--- config.mk ---
export PLATFORM = sky130hd
export DESIGN_NAME = text_stream_view_filter
export DESIGN_NICKNAME = d
export VERILOG_FILES = /design/src/tsvf_pkg.sv /design/src/tsvf_front.sv /design/src/tsvf_queue.sv /design/src/tsvf_back.sv /design/src/text_stream_view_filter.sv
export SDC_FILE = /design/constraint.sdc
export NUM_CORES = 1
export LEC_CHECK = 0
export BUFFER_PORTS_ARGS = -buffer_cell sky130_fd_sc_hd__buf_4
export CAP_MARGIN = 20
export CORE_UTILIZATION = 25
export CTS_CLUSTER_DIAMETER = 60
export CTS_CLUSTER_SIZE = 8
export DETAILED_ROUTE_END_ITERATION = 8
export HOLD_SLACK_MARGIN = 0.06
export SLEW_MARGIN = 10
export SYNTH_ARGS = -nofsm -noshare
export SYNTH_HDL_FRONTEND = slang
export SYNTH_SLANG_ARGS = --single-unit
--- constraint.sdc ---
create_clock -name clk_i -period 3.1 [get_ports clk_i]
set_input_delay 0.31 -clock clk_i [delete_from_list [all_inputs] [get_ports clk_i]]
set_output_delay 0.31 -clock clk_i [all_outputs]
set_load 0.01 [all_outputs]
--- src/tsvf_pkg.sv ---
// ----------------------------------------------------------------------------
// tsvf_pkg: shared types and constants of the text stream view filter
// Job descriptor passed from the classifier to the emitter, emit step
// positions, register indexes and ASCII codes.
// ----------------------------------------------------------------------------
`default_nettype none

package tsvf_pkg;

  // Default depth of the job queue between front and back
  localparam int unsigned QUEUE_DEPTH = 4;

  // Emit steps, in output order. One mask bit per step.
  localparam int unsigned STEP_DIG0   = 0;   // most significant digit
  localparam int unsigned STEP_DIG5   = 5;   // least significant digit
  localparam int unsigned STEP_TAB    = 6;
  localparam int unsigned STEP_DOLLAR = 7;
  localparam int unsigned STEP_M      = 8;
  localparam int unsigned STEP_DASH   = 9;
  localparam int unsigned STEP_CARET  = 10;
  localparam int unsigned STEP_FIN    = 11;
  localparam int unsigned NUM_STEPS   = 12;
  localparam int unsigned STEP_W      = $clog2(NUM_STEPS);

  // ASCII codes
  localparam logic [7:0] CH_NUL    = 8'd0;
  localparam logic [7:0] CH_TAB    = 8'd9;
  localparam logic [7:0] CH_NL     = 8'd10;
  localparam logic [7:0] CH_SPACE  = 8'd32;
  localparam logic [7:0] CH_DOLLAR = 8'd36;
  localparam logic [7:0] CH_DASH   = 8'd45;
  localparam logic [7:0] CH_ZERO   = 8'd48;
  localparam logic [7:0] CH_QMARK  = 8'd63;
  localparam logic [7:0] CH_UPPERI = 8'd73;
  localparam logic [7:0] CH_UPPERM = 8'd77;
  localparam logic [7:0] CH_CARET  = 8'd94;
  localparam logic [7:0] CH_DEL    = 8'd127;
  localparam logic [7:0] CH_META   = 8'd128;
  localparam logic [7:0] CH_HIGH   = 8'd160;
  localparam logic [7:0] CTRL_OFS  = 8'd64;

  // Line counter, six BCD digits
  localparam logic [23:0] BCD_ONE = 24'h000001;
  localparam logic [23:0] BCD_MAX = 24'h999999;

  localparam int unsigned CFG_IDX_W = 3;

  typedef enum logic [CFG_IDX_W-1:0] {
    CFG_NUMBER_NONBLANK  = 3'd0,
    CFG_NUMBER_ALL       = 3'd1,
    CFG_SHOW_ENDS        = 3'd2,
    CFG_SQUEEZE_BLANK    = 3'd3,
    CFG_SHOW_TABS        = 3'd4,
    CFG_SHOW_NONPRINTING = 3'd5
  } cfg_idx_e;

  typedef struct packed {
    logic [NUM_STEPS-1:0] steps;   // bytes still to emit
    logic [23:0]          digits;  // line number, BCD
    logic [7:0]           fin;     // final byte of the run
  } job_t;

endpackage

`default_nettype wire

--- src/tsvf_front.sv ---
// ----------------------------------------------------------------------------
// tsvf_front: input classifier
// Holds the mode registers and the line state, decides squeeze, numbering
// and escapes for each input item and pushes one job per kept byte.
// ----------------------------------------------------------------------------
`default_nettype none

module tsvf_front (
  input  wire logic                              clk_i,
  input  wire logic                              rst_ni,
  input  wire logic                              s_valid_i,
  output logic                                   s_ready_o,
  input  wire logic [7:0]                        in_byte_i,
  input  wire logic                              file_start_i,
  input  wire logic                              cfg_valid_i,
  output logic                                   cfg_ready_o,
  input  wire logic [tsvf_pkg::CFG_IDX_W-1:0]    cfg_index_i,
  input  wire logic                              cfg_data_i,
  output logic                                   push_o,
  output tsvf_pkg::job_t                         job_o,
  input  wire logic                              full_i
);
  import tsvf_pkg::*;

  function automatic logic [23:0] bcd_inc(input logic [23:0] v);
    logic [23:0] r;
    logic        carry;
    logic [3:0]  d;
    r     = '0;
    carry = 1'b1;
    if (v == BCD_MAX) begin
      r = BCD_MAX;
    end else begin
      for (int k = 0; k < 6; k++) begin
        d = v[4*k +: 4];
        if (carry && d == 4'd9) begin
          d = 4'd0;
        end else begin
          d     = d + {3'd0, carry};
          carry = 1'b0;
        end
        r[4*k +: 4] = d;
      end
    end
    return r;
  endfunction

  logic number_nonblank_q, number_all_q, show_ends_q;
  logic squeeze_blank_q, show_tabs_q, show_nonprinting_q;

  logic [7:0]  prev_q, prev_d;
  logic [1:0]  blank_q, blank_d;
  logic [23:0] lnum_q, lnum_d;

  logic        accept;
  logic [7:0]  prev_cur;
  logic [1:0]  blank_cur;
  logic [23:0] lnum_cur;
  logic        is_nl, at_start, do_num, drop;
  logic [7:0]  fin;
  logic [NUM_STEPS-1:0] steps;

  assign cfg_ready_o = 1'b1;
  assign s_ready_o   = !full_i;
  assign accept      = s_valid_i && s_ready_o;

  always_ff @(posedge clk_i or negedge rst_ni) begin
    if (!rst_ni) begin
      number_nonblank_q  <= 1'b0;
      number_all_q       <= 1'b0;
      show_ends_q        <= 1'b0;
      squeeze_blank_q    <= 1'b0;
      show_tabs_q        <= 1'b0;
      show_nonprinting_q <= 1'b0;
    end else if (cfg_valid_i) begin
      unique case (cfg_index_i)
        CFG_NUMBER_NONBLANK:  number_nonblank_q  <= cfg_data_i;
        CFG_NUMBER_ALL:       number_all_q       <= cfg_data_i;
        CFG_SHOW_ENDS:        show_ends_q        <= cfg_data_i;
        CFG_SQUEEZE_BLANK:    squeeze_blank_q    <= cfg_data_i;
        CFG_SHOW_TABS:        show_tabs_q        <= cfg_data_i;
        CFG_SHOW_NONPRINTING: show_nonprinting_q <= cfg_data_i;
        default: ;
      endcase
    end
  end

  always_comb begin
    // a new file starts from fresh line state
    prev_cur  = file_start_i ? CH_NL   : prev_q;
    blank_cur = file_start_i ? 2'd0    : blank_q;
    lnum_cur  = file_start_i ? BCD_ONE : lnum_q;
    is_nl     = (in_byte_i == CH_NL);

    if (squeeze_blank_q && is_nl && (prev_cur == CH_NL || prev_cur == CH_NUL)) begin
      blank_d = (blank_cur == 2'd2) ? 2'd2 : blank_cur + 2'd1;
    end else begin
      blank_d = 2'd0;
    end
    drop = (blank_d == 2'd2);

    at_start = (prev_cur == CH_NL);
    do_num   = (number_all_q && at_start && !number_nonblank_q) ||
               (number_nonblank_q && at_start && !is_nl);

    steps = '0;
    steps[STEP_FIN] = 1'b1;
    if (do_num) begin
      steps[STEP_DIG5:STEP_DIG0] = '1;
      steps[STEP_TAB]            = 1'b1;
    end
    steps[STEP_DOLLAR] = show_ends_q && is_nl;

    fin = in_byte_i;
    if (show_tabs_q && in_byte_i == CH_TAB) begin
      steps[STEP_CARET] = 1'b1;
      fin               = CH_UPPERI;
    end else if (show_nonprinting_q) begin
      if (in_byte_i < CH_SPACE && in_byte_i != CH_TAB && !is_nl) begin
        steps[STEP_CARET] = 1'b1;
        fin               = in_byte_i + CTRL_OFS;
      end else if (in_byte_i == CH_DEL) begin
        steps[STEP_CARET] = 1'b1;
        fin               = CH_QMARK;
      end else if (in_byte_i >= CH_META && in_byte_i < CH_HIGH) begin
        steps[STEP_M]     = 1'b1;
        steps[STEP_DASH]  = 1'b1;
        steps[STEP_CARET] = 1'b1;
        fin               = in_byte_i - CTRL_OFS;
      end
    end

    // a dropped newline leaves the rest of the state as it was
    prev_d = drop ? prev_cur : fin;
    lnum_d = (!drop && do_num) ? bcd_inc(lnum_cur) : lnum_cur;

    push_o       = accept && !drop;
    job_o.steps  = steps;
    job_o.digits = lnum_cur;
    job_o.fin    = fin;
  end

  always_ff @(posedge clk_i or negedge rst_ni) begin
    if (!rst_ni) begin
      prev_q  <= CH_NL;
      blank_q <= 2'd0;
      lnum_q  <= BCD_ONE;
    end else if (accept) begin
      prev_q  <= prev_d;
      blank_q <= blank_d;
      lnum_q  <= lnum_d;
    end
  end

endmodule

`default_nettype wire

--- src/tsvf_queue.sv ---
// ----------------------------------------------------------------------------
// tsvf_queue: job queue
// Small circular buffer decoupling the classifier from the emitter.
// ----------------------------------------------------------------------------
`default_nettype none

module tsvf_queue #(
  parameter int unsigned Depth = tsvf_pkg::QUEUE_DEPTH
) (
  input  wire logic           clk_i,
  input  wire logic           rst_ni,
  input  wire logic           push_i,
  input  wire tsvf_pkg::job_t push_data_i,
  output logic                full_o,
  input  wire logic           pop_i,
  output tsvf_pkg::job_t      head_o,
  output logic                empty_o
);
  import tsvf_pkg::*;

  localparam int unsigned PtrW = (Depth > 1) ? $clog2(Depth) : 1;
  localparam int unsigned CntW = $clog2(Depth + 1);
  localparam logic [PtrW-1:0] LastPtr = PtrW'(Depth - 1);
  localparam logic [CntW-1:0] FullCnt = CntW'(Depth);

  job_t mem_q [Depth];

  logic [PtrW-1:0] wr_q, wr_d, rd_q, rd_d;
  logic [CntW-1:0] cnt_q, cnt_d;

  assign full_o  = (cnt_q == FullCnt);
  assign empty_o = (cnt_q == '0);
  assign head_o  = mem_q[rd_q];

  always_comb begin
    wr_d  = push_i ? ((wr_q == LastPtr) ? '0 : wr_q + 1'b1) : wr_q;
    rd_d  = pop_i  ? ((rd_q == LastPtr) ? '0 : rd_q + 1'b1) : rd_q;
    cnt_d = cnt_q;
    if (push_i && !pop_i) begin
      cnt_d = cnt_q + 1'b1;
    end else if (pop_i && !push_i) begin
      cnt_d = cnt_q - 1'b1;
    end
  end

  always_ff @(posedge clk_i) begin
    if (push_i) begin
      mem_q[wr_q] <= push_data_i;
    end
  end

  always_ff @(posedge clk_i or negedge rst_ni) begin
    if (!rst_ni) begin
      wr_q  <= '0;
      rd_q  <= '0;
      cnt_q <= '0;
    end else begin
      wr_q  <= wr_d;
      rd_q  <= rd_d;
      cnt_q <= cnt_d;
    end
  end

  a_no_overflow: assert property (@(posedge clk_i) disable iff (!rst_ni)
    push_i |-> !full_o)
    else $error("job pushed into full queue");

  a_no_underflow: assert property (@(posedge clk_i) disable iff (!rst_ni)
    pop_i |-> !empty_o)
    else $error("job popped from empty queue");

  a_count_up: assert property (@(posedge clk_i) disable iff (!rst_ni)
    (push_i && !pop_i) |=> (cnt_q == $past(cnt_q) + 1'b1))
    else $error("queue count did not follow push");

  a_ptr_gap: assert property (@(posedge clk_i) disable iff (!rst_ni)
    (cnt_q != '0 && cnt_q != FullCnt) |-> (wr_q != rd_q))
    else $error("queue pointers disagree with count");

endmodule

`default_nettype wire

--- src/tsvf_back.sv ---
// ----------------------------------------------------------------------------
// tsvf_back: run emitter
// Takes jobs from the queue and sends their bytes one per cycle while the
// receiver is ready, through a registered output stage, tlast on a run's final byte.
// ----------------------------------------------------------------------------
`default_nettype none

module tsvf_back (
  input  wire logic           clk_i,
  input  wire logic           rst_ni,
  input  wire logic           job_valid_i,
  input  wire tsvf_pkg::job_t job_i,
  output logic                pop_o,
  output logic                m_valid_o,
  input  wire logic           m_ready_i,
  output logic [7:0]          m_data_o,
  output logic                m_last_o
);
  import tsvf_pkg::*;

  job_t                 job_q, job_d;
  logic [NUM_STEPS-1:0] rest;
  logic                 active, advance, emit, last;
  logic [STEP_W-1:0]    step;
  logic [7:0]           digit_ch [6];
  logic                 seen;
  logic [3:0]           d;
  logic [7:0]           ch;

  logic       valid_q, valid_d;
  logic [7:0] data_q, data_d;
  logic       last_q, last_d;

  always_comb begin
    active  = |job_q.steps;
    advance = !valid_q || m_ready_i;
    emit    = active && advance;
    rest    = job_q.steps & (job_q.steps - 1'b1);
    last    = (rest == '0);

    // lowest pending step goes out first
    step = '0;
    for (int k = NUM_STEPS - 1; k >= 0; k--) begin
      if (job_q.steps[k]) begin
        step = STEP_W'(k);
      end
    end

    // leading zero digits print as spaces, units digit always shown
    seen = 1'b0;
    for (int k = 0; k < 6; k++) begin
      d = job_q.digits[4*(5-k) +: 4];
      if (d != 4'd0 || k == 5) begin
        seen = 1'b1;
      end
      digit_ch[k] = seen ? (CH_ZERO + {4'd0, d}) : CH_SPACE;
    end

    case (step)
      STEP_W'(STEP_TAB):    ch = CH_TAB;
      STEP_W'(STEP_DOLLAR): ch = CH_DOLLAR;
      STEP_W'(STEP_M):      ch = CH_UPPERM;
      STEP_W'(STEP_DASH):   ch = CH_DASH;
      STEP_W'(STEP_CARET):  ch = CH_CARET;
      STEP_W'(STEP_FIN):    ch = job_q.fin;
      default:              ch = (step <= STEP_W'(STEP_DIG5)) ? digit_ch[step[2:0]]
                                                              : job_q.fin;
    endcase

    pop_o = job_valid_i && (!active || (emit && last));

    job_d = job_q;
    if (pop_o) begin
      job_d = job_i;
    end else if (emit) begin
      job_d.steps = rest;
    end

    valid_d = valid_q;
    data_d  = data_q;
    last_d  = last_q;
    if (emit) begin
      valid_d = 1'b1;
      data_d  = ch;
      last_d  = last;
    end else if (m_ready_i) begin
      valid_d = 1'b0;
    end
  end

  always_ff @(posedge clk_i or negedge rst_ni) begin
    if (!rst_ni) begin
      job_q   <= '0;
      valid_q <= 1'b0;
    end else begin
      job_q   <= job_d;
      valid_q <= valid_d;
    end
  end

  always_ff @(posedge clk_i) begin
    data_q <= data_d;
    last_q <= last_d;
  end

  assign m_valid_o = valid_q;
  assign m_data_o  = data_q;
  assign m_last_o  = last_q;

endmodule

`default_nettype wire

--- src/text_stream_view_filter.sv ---
// ----------------------------------------------------------------------------
// text_stream_view_filter: byte stream text viewing filter
// Line numbering, blank line squeeze and visible control characters.
// ----------------------------------------------------------------------------
// Usage:
//   Input stream s_axis_*: one file byte per item, tuser flags the first
//   byte of a new file (line state cleared before that byte is handled).
//   Output stream m_axis_*: each input byte gives 0 to 11 output items;
//   tlast marks the final item of that byte's run. A squeezed newline
//   gives no items.
//   Config port cfg_*: index 0..5 selects number_nonblank, number_all,
//   show_ends, squeeze_blank, show_tabs, show_nonprinting; bit 0 of the
//   data is written. Always ready; write only while the filter is idle.
// Timing:
//   After an input item is accepted, its first output item passes the queue
//   write, the emitter load and the output register, in that order. The
//   emitter sends one item per cycle while the receiver is ready, so a byte
//   producing a single item sustains one input per cycle.
//   Input ready drops only when the job queue (QueueDepth entries) fills.
// Reset: modes off, line counter 1, previous byte newline, queue empty.
//   A stalled receiver holds the output register; the queue then fills
//   and backpressures the input.
// ----------------------------------------------------------------------------
`default_nettype none

module text_stream_view_filter #(
  parameter int unsigned QueueDepth = tsvf_pkg::QUEUE_DEPTH
) (
  input  wire logic                            clk_i,
  input  wire logic                            rst_ni,
  input  wire logic                            s_axis_tvalid,
  output logic                                 s_axis_tready,
  input  wire logic [7:0]                      s_axis_tdata,   // [7:0] in_byte
  input  wire logic                            s_axis_tuser,   // [0] file_start
  output logic                                 m_axis_tvalid,
  input  wire logic                            m_axis_tready,
  output logic [7:0]                           m_axis_tdata,   // [7:0] out_byte
  output logic                                 m_axis_tlast,
  input  wire logic                            cfg_valid_i,
  output logic                                 cfg_ready_o,
  input  wire logic [tsvf_pkg::CFG_IDX_W-1:0]  cfg_index_i,
  input  wire logic                            cfg_data_i
);
  import tsvf_pkg::*;

  logic push, full, pop, empty;
  job_t push_job, head_job;

  tsvf_front u_front (
    .clk_i        (clk_i),
    .rst_ni       (rst_ni),
    .s_valid_i    (s_axis_tvalid),
    .s_ready_o    (s_axis_tready),
    .in_byte_i    (s_axis_tdata),
    .file_start_i (s_axis_tuser),
    .cfg_valid_i  (cfg_valid_i),
    .cfg_ready_o  (cfg_ready_o),
    .cfg_index_i  (cfg_index_i),
    .cfg_data_i   (cfg_data_i),
    .push_o       (push),
    .job_o        (push_job),
    .full_i       (full)
  );

  tsvf_queue #(
    .Depth (QueueDepth)
  ) u_queue (
    .clk_i       (clk_i),
    .rst_ni      (rst_ni),
    .push_i      (push),
    .push_data_i (push_job),
    .full_o      (full),
    .pop_i       (pop),
    .head_o      (head_job),
    .empty_o     (empty)
  );

  tsvf_back u_back (
    .clk_i       (clk_i),
    .rst_ni      (rst_ni),
    .job_valid_i (!empty),
    .job_i       (head_job),
    .pop_o       (pop),
    .m_valid_o   (m_axis_tvalid),
    .m_ready_i   (m_axis_tready),
    .m_data_o    (m_axis_tdata),
    .m_last_o    (m_axis_tlast)
  );

endmodule

`default_nettype wire

After elaboration in Yosys (flattened, before gate mapping) --
Memory sizes are Yosys's and may differ from the RTL's. Cells that the tools add are included.
Word-level totals: register bits after elaboration 101, RAM bits 172, input port bits 18, output and inout bits 12, word-level logic and storage cells 205, memories 1
Cells by class: add/sub/neg operators 20, magnitude comparators 5, eq/ne operators 28, muxes and demuxes 75, bitwise logic cells 2, reductions and logical operators 56
Memory list:
- u_queue.mem_q | depth 4, bits a word 43, read ports 1, clocked after memory_dff 0, wr ports 1, line tsvf_queue.sv:26 | job_t mem_q [Depth];
Operator list (count):
- 8-bit 2-to-1 mux | 15
- 24-bit 2-to-1 mux | 3
- 4-bit 2-to-1 mux | 18
- 8-bit case mux with 6 select lines | 1
- 6-bit by 4-bit adder with 7-bit output, first input constant | 6
- 4-bit equality test, second input constant | 10
- 8-bit binary-select mux with 3-bit select | 1
- 24-bit equality test, second input constant | 1
- 8-bit by 4-bit equality test with 1-bit output, second input constant | 3
- 1-bit logical AND | 24
- 12-bit 2-to-1 mux | 2
- 1-bit 2-to-1 mux | 22
- 4-bit by 1-bit adder with 4-bit output | 5
- 4-bit nonzero test | 5
- 2-bit 2-to-1 mux | 8
- 12-bit bitwise AND | 1
- 12-bit zero test | 1
- 3-bit 2-to-1 mux | 4
- 2-bit AND reduction | 6
- 12-bit OR reduction | 1
- 12-bit by 1-bit subtractor with 12-bit output, second input constant | 1
- 3-bit equality test, second input constant | 3
- 1-bit zero test | 9
- 8-bit by 7-bit adder with 8-bit output, second input constant | 1
- 22 further kinds | 35

Depth between registers and ports, before layout --
depth in word-level cells 20, mapped depth 19, mapped depth without buffers 16

By module --
Synthesis repeated with hierarchy kept, for this count alone.
Unflattened totals: cell total of the unflattened synthesis 850, area, all modules 12762.2 um^2
By module, submodules not included:
- tsvf_queue | times used 1, cells an instance 266, area each 6826.5 um^2, seq. area each 5460.2 um^2
- tsvf_back | times used 1, cells an instance 259, area each 3064.2 um^2, seq. area each 1396.3 um^2
- tsvf_front | times used 1, cells an instance 324, area each 2867.8 um^2, seq. area each 1004.7 um^2
- text_stream_view_filter | times used 1, cells an instance 1, area each 3.8 um^2, seq. area each 0.0 um^2

Worst setup path after synthesis --
No wires, ideal clock.
kind flip-flop to flip-flop, start point reg u_back.job_q[35] (netlist bit), end point reg u_queue.cnt_q[1], data arrival time 3.290 ns, slack -0.314 ns, cell stages (with the launch flop) 14, period minus slack after synthesis 3.414 ns, cell sequence dfrtp_1 > buf_6 > or4_1 > clkbuf_2 > or4_4 > o211ai_2 > nand4_2 > o21ai_4 > buf_6 > inv_1 > ha_1 > inv_1 > fa_1 > mux2_2
Between the ends: longest elaborated chain between the ends 9
RTL lines:
- from (decl) | line tsvf_back.sv:21 | job_t job_q, job_d;
- from (signal assigned) | line tsvf_back.sv:96 | job_q <= job_d;
- 12-bit by 1-bit subtractor with 12-bit output | line tsvf_back.sv:38 | rest = job_q.steps & (job_q.steps - 1'b1);
- 12-bit bitwise AND | line tsvf_back.sv:38
- 12-bit zero test | line tsvf_back.sv:39 | last = (rest == '0);
- 1-bit logical AND | line tsvf_back.sv:70 | pop_o = job_valid_i && (!active || (emit && last));
- 1-bit logical OR * | line tsvf_back.sv:70
- 1-bit logical AND * | line tsvf_back.sv:70
- 1-bit zero test * | line tsvf_queue.sv:39 | if (push_i && !pop_i) begin
- 1-bit logical AND * | line tsvf_queue.sv:39
- 3-bit 2-to-1 mux * | line tsvf_queue.sv:39
- named net u_queue.cnt_d[1] | line tsvf_queue.sv:29 | logic [CntW-1:0] cnt_q, cnt_d;
- to (signal assigned) | line tsvf_queue.sv:60 | cnt_q <= cnt_d;
- to (decl) | line tsvf_queue.sv:29
Mark *: on every way through the listed nets, which the timed path passes. The rest lies on a longest branch. A chain may end at the register's enable or synchronous reset.

Worst setup path after layout --
start point reg u_back.job_q[38] (netlist bit), end point reg u_queue.cnt_q[1]
The elaborated chain is that of the path after synthesis.

==> summary.md <==
| Metric | Value |
|---|---|
| Row count | between 70 and 80 |
| Max-Cap Viols | 0 |
| Critical path fanouts, max | 5 |
| GP Congestion | 0.861 |
| RSZ-0062 raised after global routing | no |
| Die Span X | 213 um |
| GRT overflow | 0 |
| GRT Overall Usage | 10.7% |
| Vias in the first global route | approximately 7,000 |
| Ys async rst share | ~38% |
| IO Pins | 30 |
| Hpwl dp | approximately 16,000 um |
| Worst Hold Depth | 1 |
| Clk pwr share | between 20% and 30% |
| Worst-Margin Slew | a little under 1 ns |
| Dpl ws | around 0.091 ns |
| Tcrit/Tclk final | a little over nine tenths |
| First drt pass iteration count | 4 |
| CP delay by family, top | simple AND/OR/NAND/NOR gates |
| Seq/Total Area, Yosys | 61.9% |
| Final setup viols | 0 |
| Worst IR drop on VDD | approximately 0.00037 V |
| Slowest library cell on the worst path | or4_4 |
| CTS clk-pin slew, worst paths | approximately 0.050 ns |
| Post-route ant nets | 0 |
| Crit path cell chain | or4_4, or4_4, o211ai_2, nand4_2, o21ai_4, inv_2, ha_4, inv_2, fa_2, mux2_2 |
| Hold Crit Class | in2reg |
| Max incr delay on CP | between 0.5 and 0.6 ns |
| Post-Syn Area | 11,200 um^2 |
| Slew margin rel. | around a third |
| LEAKAGE | between 5 and 6 nW |
| Sequential share of power | roughly 40% |
| Clock Root Buffer | clkbuf_16 |
| Post-DR wirelength/cell | 15.8 um |
| Total number of vias | about 6,800 |
| Crit path depth | 10 |
| Fin area | between 10,000 and 15,000 um^2 |
| Final Hold Fails | 0 |
| CP Buf/Inv Count | 2 |
| Detailed Route Iter0 Violations | between 400 and 500 |
| Worst Path Arrival | roughly 3.4 ns |
| Clock latency at the later pin of the worst-skew pair | just over 0.5 ns |
| Vias/cell | 4.53 |
| Worst path required time | between 3 and 4 ns |
| Layout cells sized above 1 | roughly a quarter |
| Outcome | completed |
| Initial core utilization | between 20% and 30% |
| Core area | ~44,000 um^2 |
| R2R depth | 10 |
| Die height | between 200 and 250 um |
| Port bufs | 28 |
| Fmax | approximately 0.34 GHz |
| Ys Warns | 0 |
| Syn avg cell area | around 14 um^2 |
| #FFs+latches synth | between 200 and 250 |
| Clock sink total | roughly 250 |
| Syn Inst Count | roughly 800 |
| Psw | approximately 3.9 mW |
| Logic pwr share | between 30% and 40% |
| Post-Route WL | 23,600 um |
| Ant diodes | 0 |
| Crit start category | flip-flop |
| Switching share of power | between 30% and 40% |
| EDFF count, synth | 153 |
| Syn Nets | around 840 |
| Largest net degree at the start of global routing | between 50 and 60 |
| Clock Tree Buf Depth | 3 |
| Critical path class | reg2reg |
| Int Power | approximately 8.6 mW |
| Fin crit period | 2.98 ns |
| Final #Nets | between 900 and 1,000 |
| Pins Over Slew Limit | 0 |
| Initial antenna violation count | 0 |
| CTS tree | done |
| Fin worst setup slack | approximately 0.12 ns |
| Post-synth top flop | edfxtp_1 |
| Distinct cell type count after synthesis | 72 |
| Area delta synth->final | 20.2% |
| Area after DPL | 12,300 um^2 |
| First-pass GRT wire length | about 38,000 um |
| Power, Total | around 12 mW |
| Fin Setup TNS | 0 ns |
| DRC | 0 |
| CTS H-Tree Depth | 2 |
| Die area | roughly 45,000 um^2 |
| CTS buffer count | 36 |
| Setup crit end kind | flip-flop |
| Final Skew | between 0.015 and 0.02 ns |
| Power Density | approximately 930 nW/um^2 |
[synth_stat cells, drive strengths merged (11+ instances only)]
cell    count  share of area [%]
mux4       36                7.3
nor3       13               0.58
clkbuf     31                1.1
nand3      21               0.94
o21ai      51                2.4
nand2      78                2.6
nor4       11               0.67
inv        25               0.84
nand2b     15               0.84
a21oi      25                1.1
mux2       42                5.2
dfrtp      89                 20
nor2       37                1.2
ha         23                2.6
edfxtp    153                 41
nor2b      24                1.3
[worst reg2reg max path, delay by kind of cell (launching register included)]
kind                     cells  cell delay [ns]
AO/OA/AOI/OAI                2             0.28
adder cells (fa/ha/maj)      2             0.57
buffers and inverters        2             0.11
flip-flops                   1             0.43
multiplexers                 1             0.26
AND/OR/NAND/NOR              3             1.21
[final timing paths]
| path | startpoint | to | slack, ns |
|---|---|---|---|
| max | u_back.job_q[38] | u_queue.cnt_q[1] | 0.12 |
| min | s_axis_tdata[1] | u_queue.mem_q[3][1] | 0.08 |
| max reg2reg | u_back.job_q[38] | u_queue.cnt_q[1] | 0.12 |
| min reg2reg | u_front.lnum_q[12] | u_front.lnum_q[12] | 0.47 |
| max in group asynchronous | rst_ni | u_front.lnum_q[0] | 1.86 |
| min in group asynchronous | rst_ni | u_back.m_valid_o | 0.43 |
[per-layer routing]
| layer | wire, um | up-vias | track usage [%] |
|---|---|---|---|
| li1 | - | 3191 | - |
| met1 | 11100 | 3411 | 14.5 |
| met2 | 10800 | 125 | 17.0 |
| met3 | 1080 | 50 | 2.46 |
| met4 | 622 | 0 | 3.30 |
| met5 | 0 | - | 0 |
[state kept, by name, summed over array words and instances, names as in the netlist, 2 cells and up]
| signal | flops |
|---|---|
| u_back.m_data_o | 8 |
| u_front.prev_q | 8 |
| u_back.d | 4 |
| u_queue.cnt_q | 3 |
| u_queue.rd_q | 2 |
| u_queue.wr_q | 2 |
| u_back.job_q | 40 |
| u_front.lnum_q | 24 |
| u_queue.mem_q | 144 |
| u_front.blank_q | 2 |
[power groups by stage]
| stage | logic, mW | clock network, mW | registers (mW) |
|---|---|---|---|
| floorplan | 3.02 | 0 | 4.81 |
| global route | 4.41 | 3.74 | 5.08 |
| global placement | 4.00 | 0 | 5.01 |
| detailed placement | 4.04 | 0 | 5.04 |
| finish | 4.02 | 3.49 | 4.98 |
| CTS | 4.06 | 3.59 | 5.00 |
[repair_timing]
item,CTS,global route
setup buffers,0,1
hold buffers,5,0
gates resized for setup,0,3
hold endpoints to repair,68,0
setup endpoints to repair,0,2
[layout make-up]
type / count / area [um^2]
timing repair buffer: 79 / 656
tap: 592 / 741
clock buffer: 62 / 998
inverter: 25 / 93.8
clock inverter: 2 / 25.0
fill: 4447 / 30700
multi-input combinational: 490 / 3990
sequential: 245 / 6900
[cell usage in the layout (no fill, tap or decap), types with 25 or more instances in the layout]
cell type / netlist / final
edfxtp_1: 153 / 153
dfrtp_1: 89 / 88
nand2_1: 77 / 76
buf_4: 1 / 70
o21ai_0: 47 / 47
nor2_1: 37 / 37
mux4_2: 36 / 36
clkbuf_16: 0 / 36
mux2_4: 30 / 30
clkbuf_1: 30 / 26
a21oi_1: 25 / 25
[stage by stage]
stage / utilization [%] / hold slack [ns] / instances
after detailed placement: 27.9 / 0.428 / 1425
after global routing: 30.4 / 0.0644 / 1495
after global placement: 27.9 / 0.421 / 1425
final: 30.4 / 0.0782 / 1495
after CTS: 30.3 / 0.0604 / 1494
after floorplan: - / 0.0144 / 801
[logic make-up after synthesis]
family                   after synthesis  synth area share, %
flip-flops                           245                 61.9
AND/OR/NAND/NOR                      240                 11.1
AO/OA/AOI/OAI                        134                 7.80
multiplexers                          81                 12.8
buffers and inverters                 66                 2.86
adder cells (fa/ha/maj)               25                 2.85
XOR/XNOR                               9                0.707
other                                  1               0.0336
Power figures use the tool's default switching activity.
